## src/hdl/bbvn_pkg.sv

```systemverilog
// Shared widths, request and status codes, and the lane control bundle
// for the bounding-box vertex normaliser. No dependencies.
package bbvn_pkg;

  localparam int VERTEX_DEPTH_DEF = 1024;

  localparam int REQ_W    = 2;
  localparam int IDX_W    = 10;
  localparam int COORD_W  = 32;
  localparam int NORM_W   = 18;
  localparam int STATUS_W = 2;
  localparam int AXES     = 3;
  localparam int EXT_W    = 32;
  localparam int QUO_W    = 17;
  localparam int DIV_STEPS = QUO_W;

  localparam logic [REQ_W-1:0] REQ_CLEAR = 2'd0;
  localparam logic [REQ_W-1:0] REQ_ADD   = 2'd1;
  localparam logic [REQ_W-1:0] REQ_READ  = 2'd2;

  localparam logic [STATUS_W-1:0] ST_OK    = 2'd0;
  localparam logic [STATUS_W-1:0] ST_RANGE = 2'd1;
  localparam logic [STATUS_W-1:0] ST_ZERO  = 2'd2;
  localparam logic [STATUS_W-1:0] ST_FULL  = 2'd3;

  typedef struct packed {
    logic clear;
    logic add;
    logic first;
    logic load;
    logic step;
    logic first_step;
  } lane_ctrl_t;

endpackage

```

## src/hdl/bbvn_merge.sv

```systemverilog
// Merging stage: picks the largest axis extent over the lanes and flags a
// degenerate box. Uses bbvn_pkg.
module bbvn_merge (
  input  logic                       clk,
  input  logic [bbvn_pkg::EXT_W-1:0] extent [bbvn_pkg::AXES],
  output logic [bbvn_pkg::EXT_W-1:0] ext_max,
  output logic                       ext_zero
);
  import bbvn_pkg::*;

  logic [EXT_W-1:0] best;

  always_comb begin
    best = '0;
    for (int i = 0; i < AXES; i++) begin
      if (extent[i] > best) best = extent[i];
    end
  end

  always_ff @(posedge clk) begin
    ext_max  <= best;
    ext_zero <= (best == '0);
  end

endmodule

```

## config.mk

```make
export PLATFORM = sky130hd
export DESIGN_NAME = bbvn_merge
export DESIGN_NICKNAME = d
export VERILOG_FILES = /design/src/hdl/bbvn_pkg.sv /design/src/hdl/bbvn_merge.sv
export SDC_FILE = /design/constraint.sdc
export NUM_CORES = 1
export LEC_CHECK = 0
export BUFFER_PORTS_ARGS = -buffer_cell sky130_fd_sc_hd__buf_2
export CORE_UTILIZATION = 49
export CTS_BUF_LIST = sky130_fd_sc_hd__clkbuf_8
export DETAILED_ROUTE_END_ITERATION = 7
export PLACE_DENSITY = 0.74
export SLEW_MARGIN = 20
export SYNTH_ARGS = -nofsm -noshare
export SYNTH_HDL_FRONTEND = slang
export SYNTH_SLANG_ARGS = --single-unit
```

## constraint.sdc

```tcl
create_clock -name clk -period 8.35 [get_ports clk]
set_input_delay 1.67 -clock clk [delete_from_list [all_inputs] [get_ports clk]]
set_output_delay 1.67 -clock clk [all_outputs]
set_load 0.02 [all_outputs]
```

==> results.cfg <==
[floorplanning]
initial_core_util_pct = 50.5
coreArea_um2 = 7690
dieHeight_um = 91.0
num_io_pins = 130
fp.dieW_um = 91.0
die_area_um2 = 8280
num_rows = 32

[logic_synthesis]
synth_xor_area_share_pct = 0
syn_inst = 498
ys_async_sr_fraction_pct = 0
synthAdderAreaFrac_pct = 20.6
synth_compound_area_share_pct = 33.4
synthMuxAreaShare_pct = 1.29
synth_edf_count = 0
synth_top_family_by_area = compound AO/OA/AOI/OAI gates
synth_warnings = 0
ys_ff_latch = 33
yosys.area_share.simple_pct = 19.7
ys_types = 59
ys_seq_area_share_pct = 17.0
synth_nets = 659
synthesis.area_um2 = 3880
ys.flop_type = dfxtp_1
syn_area_per_cell_um2 = 7.79

[power_and_ir_drop]
switchingPower_mw = 0.300
seqPwrFrac_pct = 27.9
switching_share_pct = 41.0
p_leak_nw = 2.34
irDropWorstVdd_v = 0.0000736
combPwrFrac_pct = 51.1
clkPwrFrac_pct = 21.0
p_per_area_nw_per_um2 = 157
intPower_mw = 0.433

[place]
io_buffers = 129
place_ws_ns = 1.23
gp_congestion = 0.934
place_inst = 708
hpwl_um = 10500

[timing]
final.min_clock_period_ns = 6.99
fmax_mhz = 143
hold_violations = 0
tns_ns = 0
rsz0062_at_grt = no
finalSetupViolCount = 0
relSlewSlack_pct = 47.8
post-route-period-util_pct = 83.7
finalWorstSetupSlack_ns = 1.36
worst_pin_slew_ns = 0.782
slew_viol_final = 0

[global_route]
grt_overflow = 0
antenna_found_initial = 0
grt_first_pass_wirelength_um = 20300
grt_max_degree = 37
grt_pass1_vias = 4029
track_usage_pct = 30.7

[hold_path]
hold_end = ext_max[10]$_DFF_P_
hold_depth = 3
hold_class = primary input to flop
min_from = extent[10]

[critical_path]
start_kind = primary input
cpMaxStageDelayCell = a31oi_4
worstPathArrival_ns = 7.22
path_max_fanout = 17
cpMostUsedCell = nand4_1
crit_buf_inv = 2
slowest_delay_ns = 0.59
path_cells = buf_2, inv_1, ha_1, nand4_1, nor4_2, nand2_1, a31oi_4, or2_1, o221ai_1, ha_1, nand4_1, or3_1, nor4_1, or3_1, o22ai_2, a21oi_1, nand4_1, o31ai_1, and4b_1
critPathKind = primary input to flop
crit_family = simple AND/OR/NAND/NOR gates
critPathCaptureType = flop
critPathRequiredTime_ns = 8.59

[routing]
drt_iter0_markers = 349
drc_errors = 0
wl_um = 13000
wire_per_inst_um = 18.1
dr.pass1.iters = 5
drtAntennaViolNets = 0
vias = 4422
via_per_inst = 6.18

[clock_network]
clock_path_buffers = 2
root_buffer = clkbuf_8
postCtsSetupBuffers = 0
cts.sinks = 33
post_cts_resized = 0
cts.clk_slew.worst_paths_ns = 0.07
cts_tree = yes
numCtsBuffers = 5
htree_levels = 2
hold_buffers = 0

[finish]
fin_nets = 774
layout.cells.non_filler = 716
layout-area-overhead-vs-synth_pct = 20.3
antenna_cells = 0
drive_gt1_share_pct = 25.1

[run_status]
status = finished, final reports clean

[run]
max_cap_viol_count = 0
==> layout by cell type, fill, tap and decap left out, types with 16 or more instances in the layout <==
cell      synthesis  routed
buf_2             7     129
ha_1             64      64
nand2_1          50      50
inv_1            43      44
o21ai_0          34      34
dfxtp_1          33      33
nor2_1           28      28
a21oi_1          22      22
o32a_1           21      21
a31oi_1          17      17
nand2b_1         16      16
==> worst max path at each step <==
stage	start	endpoint	slack, ns	cells past startpoint
finish	extent[95]	ext_zero$_DFF_P_	1.36	19
global route	extent[95]	ext_zero$_DFF_P_	1.04	19
CTS	extent[95]	ext_zero$_DFF_P_	1.55	19
detailed placement	extent[95]	ext_zero$_DFF_P_	1.23	19
global placement	extent[94]	ext_zero$_DFF_P_	1.42	20
floorplan	extent[77]	ext_zero$_DFF_P_	2.60	20
==> flip-flops by register name, summed over array words and instances (netlist names) <==
name	flops
ext_max	32
ext_zero	1
==> stage by stage <==
stage	instance area (um^2)	util (%)	hold WS, ns	power, mW
after floorplan	3880	-	1.78	0.446
after CTS	4660	60.7	1.62	0.727
after detailed placement	4550	59.2	1.91	0.575
after global placement	4550	59.2	1.91	0.566
final	4660	60.7	1.62	0.733
after global routing	4660	60.7	1.63	0.775
==> cells in the mapped netlist (2+ instances only) <==
cell type	n	area (um^2)
dfxtp_1	33	661
o211a_1	2	20.0
clkbuf_1	12	45.0
buf_2	7	35.0
inv_1	43	161
nor2b_1	2	12.5
o21a_1	3	22.5
ha_1	64	801
a22oi_1	7	52.6
o21ai_1	13	65.1
buf_6	5	56.3
nor2_2	3	18.8
o221ai_1	8	70.1
nor4_1	7	43.8
a21o_1	10	75.1
and2_1	2	12.5
o21ai_0	34	170
nor2_1	28	105
and4_1	4	35.0
o22ai_1	13	81.3
nand2b_1	16	100
nand4_1	13	81.3
o32a_1	21	210
or3_1	2	12.5
nand3_1	10	50.1
nor3_1	5	25.0
mux2i_1	5	50.1
a31oi_1	17	106
nand2_1	50	188
a221o_1	9	90.1
a21oi_1	22	110
==> layer usage <==
metal | track usage [%] | wire [um]
met1 | 41.2 | 5740
met2 | 51.0 | 5840
met3 | 3.94 | 1100
met4 | 9.52 | 288
met5 | 0 | 0
==> power by group through the flow <==
stage	Clock (mW)	Combinational, mW	Sequential, mW
2_1_floorplan	0	0.186	0.260
3_3_place_gp	0	0.359	0.207
3_5_place_dp	0	0.366	0.209
4_1_cts	0.154	0.368	0.205
5_1_grt	0.161	0.406	0.207
6_report	0.154	0.375	0.205
==> cells by family after synthesis <==
kind of cell | Yosys count
and+or+nand+nor | 151
AOI/OAI and AO/OA | 176
muxes | 5
adders and majority gates | 64
DFF | 33
buffers and inverters | 69
==> final cells by class <==
cell class	count	area [um^2]
inverters	43	161
clock buffers	6	82.6
clock inverters	2	33.8
repair buffers	134	683
multi-input cells	396	2920
fillers	735	3020
well taps	102	128
flip-flops and latches	33	661
==> worst min-delay path: cells and delay by family <==
family | cells | cell delay (ns)
and+or+nand+nor | 1 | 0.05
buffers and inverters | 1 | 0.10
AOI/OAI and AO/OA | 1 | 0.05
Note: power is estimated with default switching activity, not from simulation.
